[src/rtl/sgr_projection_solver_top_assert.svh]
// ----------------------------------------------------------------------------
// Assertion macros for the projection solver
// Concurrent checks that fall away when SYNTH is defined.
// ----------------------------------------------------------------------------
`ifndef SGR_PROJECTION_SOLVER_TOP_ASSERT_SVH
`define SGR_PROJECTION_SOLVER_TOP_ASSERT_SVH

`ifndef SYNTH
// antecedent implies consequent in the same cycle
`define SGR_ASSERT_IMPL(label, clk, rst, ante, cons) \
   label: assert property (@(posedge clk) disable iff (rst) (ante) |-> (cons)) \
      else $error("sgr assertion failed");
// antecedent implies consequent in the next cycle
`define SGR_ASSERT_NEXT(label, clk, rst, ante, cons) \
   label: assert property (@(posedge clk) disable iff (rst) (ante) |=> (cons)) \
      else $error("sgr assertion failed");
`else
`define SGR_ASSERT_IMPL(label, clk, rst, ante, cons)
`define SGR_ASSERT_NEXT(label, clk, rst, ante, cons)
`endif

`endif

[src/rtl/sgr_pkg.sv]
// ----------------------------------------------------------------------------
// sgr_pkg
// Shared constants, command and status types of the projection solver.
// ----------------------------------------------------------------------------
`timescale 1ns / 1ps

package sgr_pkg;

   // algorithm constants
   localparam int SAMPLE_BITS     = 12;
   localparam int RST_SHIFT       = 4;
   localparam int PRJ_SHIFT       = 7;
   localparam int MAX_PIXELS_LOG2 = 16;

   // field and datapath widths
   localparam int SAMPLE_W = 12;
   localparam int FILT_W   = 18;
   localparam int WEIGHT_W = 32;
   localparam int SUM_W    = 64;
   localparam int HALF_W   = 32;
   localparam int MUL_W    = 2 * HALF_W;
   localparam int WIDE_W   = 2 * SUM_W;
   localparam int COUNT_W  = MAX_PIXELS_LOG2 + 1;
   localparam int BOUND_W  = 2 * COUNT_W;
   localparam int BASE_W   = SAMPLE_BITS + RST_SHIFT;
   localparam int ERR_W    = BASE_W + 1;
   localparam int DIFF_W   = ((BASE_W + 1 > FILT_W) ? BASE_W + 1 : FILT_W) + 1;
   localparam int PROD_W   = 2 * DIFF_W;
   localparam int STEP_W   = $clog2(WIDE_W);

   // ill-posed threshold scale (reciprocal of 1e-8)
   localparam logic [HALF_W-1:0] ILL_SCALE = 32'd100000000;

   // configuration register indexes
   localparam int CSR_IDX_W = 2;
   localparam logic [CSR_IDX_W-1:0] CSR_FILTER0_EN = 2'd0;
   localparam logic [CSR_IDX_W-1:0] CSR_FILTER1_EN = 2'd1;

   // datapath operations
   typedef enum logic [3:0] {
      DP_NOP,
      DP_BOUND,
      DP_SCALAR,
      DP_PLOAD,
      DP_PMUL,
      DP_PADD,
      DP_COMMIT,
      DP_SCALE,
      DP_TEST,
      DP_DLOAD,
      DP_DSTEP,
      DP_ROUND,
      DP_INC,
      DP_SAT,
      DP_EMIT
   } dp_op_type;

   // controller to datapath
   typedef struct packed {
      logic      pix_accept;
      dp_op_type op;
      logic [2:0] job;
      logic [1:0] part;
      logic      sel;
   } sgr_cmd_type;

   // datapath to controller
   typedef struct packed {
      logic ill_posed;
      logic full_solve;
   } sgr_status_type;

endpackage

[src/rtl/sgr_ctrl.sv]
// ----------------------------------------------------------------------------
// sgr_ctrl
// Sequencer: pixel acceptance, product jobs, ill-posed test, two divisions
// and the result handshake.
// ----------------------------------------------------------------------------
`timescale 1ns / 1ps
`include "sgr_projection_solver_top_assert.svh"

module sgr_ctrl (
   input  logic                    clock,
   input  logic                    reset,
   input  logic                    req_valid,
   input  logic                    req_last,
   output logic                    req_ready,
   output logic                    rsp_valid,
   input  logic                    rsp_ready,
   input  sgr_pkg::sgr_status_type status,
   output sgr_pkg::sgr_cmd_type    cmd
);
   import sgr_pkg::*;

   typedef enum logic [4:0] {
      ST_IDLE,
      ST_DRAIN_A,
      ST_DRAIN_B,
      ST_BOUND,
      ST_SCALAR,
      ST_PLOAD,
      ST_PMUL,
      ST_PADD,
      ST_COMMIT,
      ST_SCALE,
      ST_TEST,
      ST_CHECK,
      ST_DLOAD,
      ST_DSTEP,
      ST_ROUND,
      ST_INC,
      ST_SAT,
      ST_EMIT
   } state_type;

   localparam logic [2:0]        LAST_JOB = 3'd5;
   localparam logic [STEP_W-1:0] STEP_MAX = STEP_W'(WIDE_W - 1);

   state_type         state_ff, state_in;
   logic [2:0]        job_ff, job_in;
   logic [1:0]        part_ff, part_in;
   logic              sel_ff, sel_in;
   logic [STEP_W-1:0] step_ff, step_in;
   logic              rsp_valid_ff, rsp_valid_in;
   logic              accept;

   assign req_ready = (state_ff == ST_IDLE);
   assign accept    = req_valid & req_ready;
   assign rsp_valid = rsp_valid_ff;

   // next state and commands
   always_comb begin
      state_in       = state_ff;
      job_in         = job_ff;
      part_in        = part_ff;
      sel_in         = sel_ff;
      step_in        = step_ff;
      rsp_valid_in   = rsp_valid_ff & ~rsp_ready;
      cmd.pix_accept = accept;
      cmd.op         = DP_NOP;
      cmd.job        = job_ff;
      cmd.part       = part_ff;
      cmd.sel        = sel_ff;
      case (state_ff)
         ST_IDLE: begin
            if (accept && req_last)
               state_in = ST_DRAIN_A;
         end
         ST_DRAIN_A: state_in = ST_DRAIN_B;
         ST_DRAIN_B: state_in = ST_BOUND;
         ST_BOUND: begin
            cmd.op = DP_BOUND;
            job_in = '0;
            state_in = status.full_solve ? ST_PLOAD : ST_SCALAR;
         end
         ST_SCALAR: begin
            cmd.op   = DP_SCALAR;
            state_in = ST_SCALE;
         end
         ST_PLOAD: begin
            cmd.op   = DP_PLOAD;
            part_in  = '0;
            state_in = ST_PMUL;
         end
         ST_PMUL: begin
            cmd.op   = DP_PMUL;
            state_in = ST_PADD;
         end
         ST_PADD: begin
            cmd.op  = DP_PADD;
            part_in = part_ff + 2'd1;
            state_in = (part_ff == 2'd3) ? ST_COMMIT : ST_PMUL;
         end
         ST_COMMIT: begin
            cmd.op = DP_COMMIT;
            job_in = job_ff + 3'd1;
            state_in = (job_ff == LAST_JOB) ? ST_SCALE : ST_PLOAD;
         end
         ST_SCALE: begin
            cmd.op   = DP_SCALE;
            state_in = ST_TEST;
         end
         ST_TEST: begin
            cmd.op   = DP_TEST;
            state_in = ST_CHECK;
         end
         ST_CHECK: begin
            sel_in   = 1'b0;
            state_in = status.ill_posed ? ST_EMIT : ST_DLOAD;
         end
         ST_DLOAD: begin
            cmd.op   = DP_DLOAD;
            step_in  = '0;
            state_in = ST_DSTEP;
         end
         ST_DSTEP: begin
            cmd.op  = DP_DSTEP;
            step_in = step_ff + STEP_W'(1);
            if (step_ff == STEP_MAX)
               state_in = ST_ROUND;
         end
         ST_ROUND: begin
            cmd.op   = DP_ROUND;
            state_in = ST_INC;
         end
         ST_INC: begin
            cmd.op   = DP_INC;
            state_in = ST_SAT;
         end
         ST_SAT: begin
            cmd.op = DP_SAT;
            sel_in = 1'b1;
            state_in = sel_ff ? ST_EMIT : ST_DLOAD;
         end
         ST_EMIT: begin
            if (!rsp_valid_ff || rsp_ready) begin
               cmd.op       = DP_EMIT;
               rsp_valid_in = 1'b1;
               state_in     = ST_IDLE;
            end
         end
         default: state_in = ST_IDLE;
      endcase
   end

   // state and counters
   always_ff @(posedge clock) begin
      if (reset) begin
         state_ff     <= ST_IDLE;
         job_ff       <= '0;
         part_ff      <= '0;
         sel_ff       <= 1'b0;
         step_ff      <= '0;
         rsp_valid_ff <= 1'b0;
      end else begin
         state_ff     <= state_in;
         job_ff       <= job_in;
         part_ff      <= part_in;
         sel_ff       <= sel_in;
         step_ff      <= step_in;
         rsp_valid_ff <= rsp_valid_in;
      end
   end

   // checks
   `SGR_ASSERT_NEXT(a_last_stops_intake, clock, reset, accept && req_last, !req_ready)
   `SGR_ASSERT_NEXT(a_ill_skips_divide, clock, reset, state_ff == ST_CHECK && status.ill_posed, state_ff == ST_EMIT)
   `SGR_ASSERT_IMPL(a_rsp_from_emit, clock, reset, $rose(rsp_valid_ff), $past(state_ff) == ST_EMIT)
   `SGR_ASSERT_NEXT(a_divide_runs, clock, reset, state_ff == ST_DSTEP && step_ff != STEP_MAX, state_ff == ST_DSTEP)

endmodule

[config.mk]
export PLATFORM = sky130hd
export DESIGN_NAME = sgr_ctrl
export DESIGN_NICKNAME = d
export VERILOG_FILES = /design/src/rtl/sgr_pkg.sv /design/src/rtl/sgr_ctrl.sv
export VERILOG_INCLUDE_DIRS = /design/src /design/src/rtl
export SDC_FILE = /design/constraint.sdc
export NUM_CORES = 1
export LEC_CHECK = 0
export BUFFER_PORTS_ARGS = -buffer_cell sky130_fd_sc_hd__buf_2
export CAP_MARGIN = 20
export CORE_MARGIN = 10
export CORE_UTILIZATION = 42
export CTS_CLUSTER_SIZE = 20
export DETAILED_ROUTE_END_ITERATION = 12
export HOLD_SLACK_MARGIN = 0.1
export MAX_ROUTING_LAYER = met4
export SLEW_MARGIN = 25
export SYNTH_ARGS = -nofsm -noshare
export SYNTH_HDL_FRONTEND = slang
export SYNTH_SLANG_ARGS = --single-unit
export TNS_END_PERCENT = 1
[constraint.sdc]
create_clock -name clock -period 3.6 [get_ports clock]
set_clock_uncertainty 0.2 [all_clocks]
set_input_delay 0 -clock clock [delete_from_list [all_inputs] [get_ports clock]]
set_output_delay 0 -clock clock [all_outputs]
set_load 0.05 [all_outputs]
* Yosys cells after proc, flatten, opt, wreduce, memory -nomap -nowiden
Index checks and enable logic that the tools add are counted.
Widths: inputs -> output; s select.
** Operators by class
- $add $sub $neg :: 3
- Eq/ne operators :: 23
- Mux-type cells :: 17
- Bitwise gates (word level) :: 3
- Reduce and logical (&&, ||, !) cells :: 9
** Operator list (count)
- $pmux 5 s18 :: 1
- $pmux 4 s14 :: 1
- $eq 5x4->1 const B :: 8
- $mux 5 :: 5
- $eq 5x3->1 const B :: 4
- $pmux 7 s2 :: 1
- $mux 4 :: 3
- $eq 5x2->1 const B :: 2
- $eq 5x5->1 const B :: 2
- $reduce_bool 2->1 :: 4
- $add 7x1->7 const B :: 1
- $eq 7x7->1 const B :: 1
- $pmux 3 s2 :: 1
- $eq 5x1->1 const B :: 1
- $logic_not 5->1 :: 1
- $ne 2x2->1 const B :: 2
- $pmux 2 s2 :: 1
- $add 3x1->3 const B :: 1
- $eq 3x3->1 const B :: 1
- $mux 1 :: 3
- $reduce_and 3->1 :: 1
- $add 2x1->2 const B :: 1
- $and 1x1->1 :: 2
- $eq 2x2->1 const B :: 1
- 6 further kinds :: 6
** Storage, ports and cells
- Bits in registers :: 19
- Bits of input ports :: 7
- Output and inout bits :: 13
- Word-level logic and storage cells :: 61

* Depth between registers and ports, before layout
Gate-level depths: netlist of the first run.
- Depth in word-level cells :: 5
- Depth in mapped cells :: 6
- Mapped depth without buffers :: 6

* Worst setup path before layout of the first run
Ideal clock, no wire load.
- Path kind :: register to output
- From :: reg rsp_valid_ff (netlist: rsp_valid)
- To :: out cmd[8] (netlist bit)
- Data arrival time :: 2088 ps
- Data required time :: 3400 ps
- Slack :: 1312 ps
- Cell stages (with the launch flop) :: 5
- Path buffers :: 0
- Cell sequence :: dfxtp_1 nand2b_1 o21bai_1 o21a_1 o31ai_1
** RTL lines
- start, declared :: RTL line sgr_ctrl.sv:51 : logic rsp_valid_ff, rsp_valid_in;
- start signal, assigned :: RTL line sgr_ctrl.sv:168 : rsp_valid_ff <= rsp_valid_in;
- end, declared :: RTL line sgr_ctrl.sv:18 : output sgr_pkg::sgr_cmd_type cmd

* Worst setup path after layout of the first run
- From :: reg state_ff[3]
- To :: reg state_ff[0]
** On the way
- Longest elaborated chain between the ends :: 5
- Elaborated cells between the ends (all ways) :: 25
- Classes of those cells :: eq/ne (20); mux (1); bitwise (1); reduce/logical (3)
** Ends and longest elaborated chain
- start, declared :: RTL line sgr_ctrl.sv:46 : state_type state_ff, state_in;
- start signal, assigned :: RTL line sgr_ctrl.sv:163 : state_ff <= state_in;
- $logic_not 5->1 :: RTL line sgr_ctrl.sv:54, sgr_ctrl.sv:71
- $and 1x1->1 :: RTL line sgr_ctrl.sv:55 : assign accept = req_valid & req_ready;
- $logic_and 1x1->1 :: RTL line sgr_ctrl.sv:73 : if (accept && req_last)
- $ne 2x1->1 (no line)
- $reduce_and 3->1 (no line)
Parallel ways exist; a longest one is shown, timed or not.
A chain may end at the register's enable or synchronous reset.

==> metrics.log, run 1 <==
INFO  metric run_status = finished, final reports clean
INFO  metric timing.reg2reg.setup_slack = 0.92 ns
INFO  metric htreeDepth = 1
INFO  metric synth_top_family_by_area = simple AND/OR/NAND/NOR gates
INFO  metric first_iter_violations = 73
INFO  metric antenna_found_initial = 0
INFO  metric ioPinCount = 20
INFO  metric synth.most_common_cell = sky130_fd_sc_hd__dfxtp_1
INFO  metric gp_routability_congestion = 0.8007
INFO  metric io_buf_count = 19
INFO  metric yosys.area.top_type = sky130_fd_sc_hd__dfxtp_1
INFO  metric synth_cell_types = 47
INFO  metric crit_path_end_kind = register
INFO  metric grt_setup_unrepaired = no
INFO  metric synthesized_area_fraction_occupied_by_and_or_nand_nor_cells = 32.33%
INFO  metric hold_path_depth = 3
INFO  metric period_share = 74.45%
INFO  metric fp.coreArea = 3053 um2
INFO  metric start_kind = register
INFO  metric syn_warnings = 0
INFO  metric num_rows = 20
INFO  metric min_period = 2.680 ns
INFO  metric postSynthNetCount = 177
INFO  metric clkSlewWorstSetupHoldPaths = 0.12 ns
INFO  metric dr_wl_met2 = 1350 um
INFO  metric synth_adder_area_share = 3.759%
INFO  metric cts.path.max_buffers = 2
INFO  metric area_delta_synth_final = 9.962%
INFO  metric initial_core_util = 43.61%
INFO  metric dieHeight = 76.30 um
INFO  metric synthTopCellsByCount = 19 x sky130_fd_sc_hd__dfxtp_1, 15 x sky130_fd_sc_hd__nand2_1, 13 x sky130_fd_sc_hd__a21oi_1, 13 x sky130_fd_sc_hd__nor2_1, 12 x sky130_fd_sc_hd__nand3_1
INFO  metric netlist.area_leader.share = 28.57%
INFO  metric timing_hold_violations_final = 0
INFO  metric layout-drive-gt1-share = 18.33%
INFO  metric grt_pass1_wl = 5416 um
INFO  metric finalNetCount = 192
INFO  metric final.setup.tns = 0 ns
INFO  metric timing_worst_slew_pin_value = 0.9177 ns
INFO  metric max-slew-margin-rel = 38.74%
INFO  metric switchingPower = 172.6 uW
INFO  metric cts_repair_resize_count = 0
INFO  metric postPlaceCellArea = 1376 um2
INFO  metric dp_hpwl = 2215 um
INFO  metric peak_per_stage_delay_on_the_critical_path = 0.94 ns
INFO  metric critPathRequiredTime = 3.65 ns
INFO  metric number_of_instances_in_the_synthesized_netlist = 166
INFO  metric avgRoutedWirePerCell = 13.95 um
INFO  metric synth_enable_flop_cells = 0
INFO  metric cp_cell_sequence = nand4bb_4 > a41oi_1 > o21ai_0 > o22ai_1 > dlygate4sd3_1
INFO  metric via_count_of_the_first_global_routing_pass = 1155
INFO  metric final.setup.worst_slack = 0.9200 ns
INFO  metric timing_worst_setup_path_type = register to register
INFO  metric report.final.setup_viol = 0
INFO  metric power_per_cell_area = 326.2 nW/um2
INFO  metric crit_arrival = 2.73 ns
INFO  metric maxClockFrequency = 373.1 MHz
INFO  metric final_area = 1464 um2
INFO  metric cts_tree = done
INFO  metric route.detailed.vias_per_inst = 5.438
INFO  metric antenna_cells = 0
INFO  metric grt.total_usage = 10.96%
INFO  metric maxSlewViolCount = 0
INFO  metric regToRegStartpoint = state_ff[3]$_SDFFE_PP0P_
INFO  metric r2r-end = state_ff[0]$_SDFFE_PP0P_
INFO  metric synth_async_sr_flop_share = 0%
INFO  metric parity_gate_share_of_the_synthesized_area_counting_xor_and_xnor_cells = 1.316%
INFO  metric syn-cell-area = 1331 um2
INFO  metric proportion_of_power_drawn_by_the_clock_network = 23.2%
INFO  metric switching_share = 36.14%
INFO  metric drc = 0
INFO  metric floorplan.die_area = 5822 um2
INFO  metric wire_length_the_detailed_router_placed_on_met1 = 1650 um
INFO  metric cellInternalPower = 305.0 uW
INFO  metric pre_cts_ws = 1.461 ns
INFO  metric synthTopCellsByArea = sky130_fd_sc_hd__dfxtp_1 29%, sky130_fd_sc_hd__a21oi_1 4.9%, sky130_fd_sc_hd__nand3_1 4.5%
INFO  metric hold_class = input port to output port
INFO  metric gr-total-overflow = 0
INFO  metric routed-wl-met3 = 110 um
INFO  metric timing.max_cap.violations = 0
INFO  metric clk-insertion-delay-late = 0.30 ns
INFO  metric synth_ff_type = sky130_fd_sc_hd__dfxtp_1
INFO  metric synth_sequential_area_ratio = 28.57%
INFO  metric final_antenna_net_count = 0
INFO  metric worst_hold_path.endpoint = cmd[10]
INFO  metric ys_ff_latch = 19
INFO  metric pin_count_of_the_biggest_net_entering_global_routing = 25
INFO  metric postRouteWirelength = 3124 um
INFO  metric r2r_cells = 5
INFO  metric hp-start = req_valid
INFO  metric comb_power_share = 25.6%
INFO  metric vias = 1218
INFO  metric critPathMaxFanout = 24
INFO  metric critPathSlowestCell = sky130_fd_sc_hd__dfxtp_1
INFO  metric cts.sink_count = 19
INFO  metric synth_compound_area_share = 21.05%
INFO  metric cts_root_buf = sky130_fd_sc_hd__clkbuf_4
INFO  metric ir_drop = 0.1779 mV
INFO  metric total_leakage_power = 0.0005342 uW
INFO  metric cts_made_buffers = 3
INFO  metric synth.area.mux_share = 3.947%
INFO  metric drt_first_pass_iters = 4
INFO  metric die_w = 76.30 um
INFO  metric post_syn_area_per_cell = 8.020 um2
INFO  metric pwr-share-seq = 51.2%
INFO  metric route.top_layer_used = met4
==> critical path, delay by kind of cell, from the launching register on <==
family / cells / cell delay [ns]
buf+inv: 1 / 0.56
simple gates: 1 / 0.34
flops: 1 / 0.94
compound gates: 3 / 0.58
==> state kept, by name, indices dropped and copies added, names as in the netlist <==
signal,flops
step_ff,7
sel_ff,1
rsp_valid,1
job_ff,3
part_ff,2
state_ff,5
==> kinds of logic (layout without fill, tap and decap cells) <==
group | after synthesis | after routing
and+or+nand+nor | 72 | 72
AOI/OAI and AO/OA | 45 | 45
DFF | 19 | 19
buffers and inverters | 19 | 33
muxes | 5 | 5
adders and majority gates | 4 | 4
xor gates and xnor gates | 2 | 2
==> routing by layer <==
layer  GRT usage, %  up-vias
met3          2.123        2
met1          15.42      564
met2          15.48       21
li1               -      631
met4          2.788        0
met5              -        -
==> what timing repair did <==
action	CTS	global route
setup endpoints to repair	0	0
setup buffers	0	0
hold buffers	6	0
endpoints found under the hold margin	15	0
==> how the worst max path moves through the flow <==
stage                                  start                       end
global placement    state_ff[3]$_SDFFE_PP0P_  state_ff[1]$_SDFFE_PP0P_
global route        state_ff[3]$_SDFFE_PP0P_  state_ff[0]$_SDFFE_PP0P_
CTS                 state_ff[3]$_SDFFE_PP0P_  state_ff[0]$_SDFFE_PP0P_
floorplan               rsp_valid$_SDFF_PP0_                    cmd[8]
finish              state_ff[3]$_SDFFE_PP0P_  state_ff[0]$_SDFFE_PP0P_
detailed placement  state_ff[3]$_SDFFE_PP0P_  state_ff[1]$_SDFFE_PP0P_
==> layout make-up <==
class	instances	area, um2
well taps	44	55.05
inverters	4	15.01
clock inverters	1	5.005
clock buffers	3	22.52
fillers	329	1589
multi-input cells	128	830.8
repair buffers	25	155.1
flip-flops and latches	19	380.4
==> per-stage QoR <==
stage	hold WS [ns]	utilization, %	std cells	power, uW
6_report	0.2270	47.95	224	477.6
5_1_grt	0.2485	47.95	224	506.4
4_1_cts	0.2282	47.95	224	483.2
3_5_place_dp	0.1633	45.08	214	364.8
3_3_place_gp	0.1605	45.08	214	363.2
2_1_floorplan	-0.1306	-	166	347.8
==> power groups by stage <==
stage,Sequential (uW),Clock [uW],Combinational [uW]
floorplan,223,0,125
global route,249,124,133
CTS,245,116,122
detailed placement,250,0,115
global placement,248,0,115
finish,245,111,122
==> placed cells by master (no fill, tap or decap), types with 3 or more instances in the layout <==
master,Yosys,routed
sky130_fd_sc_hd__a21oi_1,13,13
sky130_fd_sc_hd__nor2b_1,5,5
sky130_fd_sc_hd__ha_1,4,4
sky130_fd_sc_hd__a31oi_1,5,5
sky130_fd_sc_hd__clkbuf_4,0,3
sky130_fd_sc_hd__nand2_1,15,15
sky130_fd_sc_hd__inv_1,4,4
sky130_fd_sc_hd__dlygate4sd3_1,0,6
sky130_fd_sc_hd__o21ai_0,10,10
sky130_fd_sc_hd__nor3_1,4,4
sky130_fd_sc_hd__nor2_1,13,13
sky130_fd_sc_hd__o211ai_1,3,3
sky130_fd_sc_hd__buf_2,6,19
sky130_fd_sc_hd__nand3_1,12,12
sky130_fd_sc_hd__dfxtp_1,19,19
sky130_fd_sc_hd__mux2i_1,3,3
(Power assumes the default switching activity.)
==> run 2, diff against run 1 <==
==> constraint.sdc (replaced) <==
create_clock -name clock -period 2.6 [get_ports clock]
set_clock_uncertainty 0.2 [all_clocks]
set_input_delay 0 -clock clock [delete_from_list [all_inputs] [get_ports clock]]
set_output_delay 0 -clock clock [all_outputs]
set_load 0.05 [all_outputs]
==> metrics.log, run 2 (synthesized netlist as in run 1, its figures left out) <==
INFO  metric period_share = 90.31%
INFO  metric layout-drive-gt1-share = 20.88%
INFO  metric area_delta_synth_final = 11.37%
INFO  metric pin_count_of_the_biggest_net_entering_global_routing = 25
INFO  metric die_w = 76.30 um
INFO  metric max-slew-margin-rel = 53.03%
INFO  metric start_kind = register
INFO  metric drc = 0
INFO  metric utilization = 48.57%
INFO  metric route.detailed.vias_per_inst = 5.571
INFO  metric floorplan.die_area = 5822 um2
INFO  metric grt_setup_unrepaired = no
INFO  metric htreeDepth = 1
INFO  metric antenna_found_initial = 0
INFO  metric fp.coreArea = 3053 um2
INFO  metric hold_class = input port to output port
INFO  metric cts.sink_count = 19
INFO  metric io_buf_count = 19
INFO  metric ir_drop = 0.2001 mV
INFO  metric crit_arrival = 2.40 ns
INFO  metric layout_top_registers = step_ff (7), state_ff (5), job_ff (3)
INFO  metric run_status = finished, final reports clean
INFO  metric initial_core_util = 43.61%
INFO  metric crit_path_end_kind = register
INFO  metric timing.max_cap.violations = 0
INFO  metric maxSlewViolCount = 0
INFO  metric final.setup.tns = 0 ns
INFO  metric num_rows = 20
INFO  metric post-cts-setup-buffer-count = 0
INFO  metric vias = 1259
INFO  metric layout_common_cells = 19 x sky130_fd_sc_hd__buf_2, 16 x sky130_fd_sc_hd__dfxtp_1, 15 x sky130_fd_sc_hd__nand2_1, 13 x sky130_fd_sc_hd__nor2_1, 13 x sky130_fd_sc_hd__a21oi_1
INFO  metric timing_hold_violations_final = 0
INFO  metric finalNetCount = 194
INFO  metric drt_first_pass_iters = 4
INFO  metric regMostFlops = step_ff
INFO  metric critPathSlowestCell = sky130_fd_sc_hd__dfxtp_1
INFO  metric peak_per_stage_delay_on_the_critical_path = 0.79 ns
INFO  metric dieHeight = 76.30 um
INFO  metric cts_made_buffers = 3
INFO  metric final_common_cell = sky130_fd_sc_hd__buf_2
INFO  metric worst_path_dominant_cell_family = flip-flops
INFO  metric cts_root_buf = sky130_fd_sc_hd__clkbuf_4
INFO  metric grt.total_usage = 11.65%
INFO  metric postRouteWirelength = 3151 um
INFO  metric antenna_cells = 0
INFO  metric ioPinCount = 20
INFO  metric cts.path.max_buffers = 2
INFO  metric crit_buf_inv = 1
INFO  metric total_leakage_power = 0.0005462 uW
INFO  metric timing_worst_slew_pin_value = 0.7036 ns
INFO  metric critPathMaxFanout = 16
INFO  metric power_per_cell_area = 448.3 nW/um2
INFO  metric grt_pass1_wl = 5706 um
INFO  metric maxClockFrequency = 425.9 MHz
INFO  metric timing_worst_setup_path_type = register to register
INFO  metric gp_routability_congestion = 0.8044
INFO  metric flip_flop_count_of_the_largest_register_all_copies_and_words_added = 7
INFO  metric clk-insertion-delay-late = 0.30 ns
INFO  metric clkSlewWorstSetupHoldPaths = 0.11 ns
INFO  metric cp_cell_sequence = and2_4 > nand4_1 > o211a_1 > o22ai_1 > dlygate4sd3_1
INFO  metric gr-total-overflow = 0
INFO  metric avgRoutedWirePerCell = 13.94 um
INFO  metric min_period = 2.348 ns
INFO  metric dp_hpwl = 2279 um
INFO  metric via_count_of_the_first_global_routing_pass = 1211
INFO  metric final_antenna_net_count = 0
INFO  metric first_iter_violations = 110
INFO  metric critPathRequiredTime = 2.65 ns
INFO  metric report.final.setup_viol = 0
INFO  metric cts_tree = done
run 2: report_power, final:
| group | internal [uW] | switching (uW) | leakage [uW] |
|---|---|---|---|
| logic | 70.3 | 104 | 0.000374 |
| registers | 299 | 39.4 | 0.000155 |
| clock network | 57.3 | 95.0 | 0.0000177 |
run 2: worst paths after layout:
| check | slack, ns | from | depth (start not counted) | endpoint |
|---|---|---|---|---|
| min | 0.23 | req_valid | 3 | cmd[10] |
| min reg2reg | 0.31 | part_ff[1]$_SDFFE_PP0P_ | 2 | part_ff[1]$_SDFFE_PP0P_ |
| max reg2reg | 0.25 | state_ff[0]$_SDFFE_PP0P_ | 5 | state_ff[0]$_SDFFE_PP0P_ |
| max | 0.25 | state_ff[0]$_SDFFE_PP0P_ | 5 | state_ff[0]$_SDFFE_PP0P_ |
run 2: metrics by stage:
step,worst slack (ns),instance area [um2],cells,total power [uW],hold slack (ns)
4_1_cts,0.02637,1479,226,669.1,0.2319
3_3_place_gp,0.5881,1391,216,506.7,0.1599
5_1_grt,0.1169,1483,226,710.6,0.2547
2_1_floorplan,0.3125,1331,166,481.6,-0.1306
6_report,0.2518,1483,226,664.7,0.2278
3_5_place_dp,0.5458,1391,216,507.8,0.1615
run 2: worst reg2reg max path, cell delays in order, from the launching register on:
cell and delay (ns):
sky130_fd_sc_hd__dfxtp_1 0.79, sky130_fd_sc_hd__and2_4 0.31, sky130_fd_sc_hd__nand4_1 0.14, sky130_fd_sc_hd__o211a_1 0.16, sky130_fd_sc_hd__o22ai_1 0.13, sky130_fd_sc_hd__dlygate4sd3_1 0.56
run 2: cell type report:
| cell class | count | area, um2 |
|---|---|---|
| sequential | 19 | 384.1 |
| tap | 44 | 55.05 |
| inverter | 4 | 15.01 |
| multi-input combinational | 128 | 830.8 |
| fill | 325 | 1570 |
| clock inverter | 1 | 5.005 |
| timing repair buffer | 27 | 170.2 |
| clock buffer | 3 | 22.52 |
run 2: timing repair:
action	4_1_cts	5_1_grt
resized for setup	0	3
endpoints found under the hold margin	15	0
hold buffers	6	0
endpoints found under the setup margin	0	1
run 2: routing by layer:
metal	wire [um]	part of all wire [%]	global-route usage, %
met5	0	0	-
met4	65	2.1	5.019
met3	149	4.7	1.769
met2	1267	40	16.75
met1	1668	53	15.68
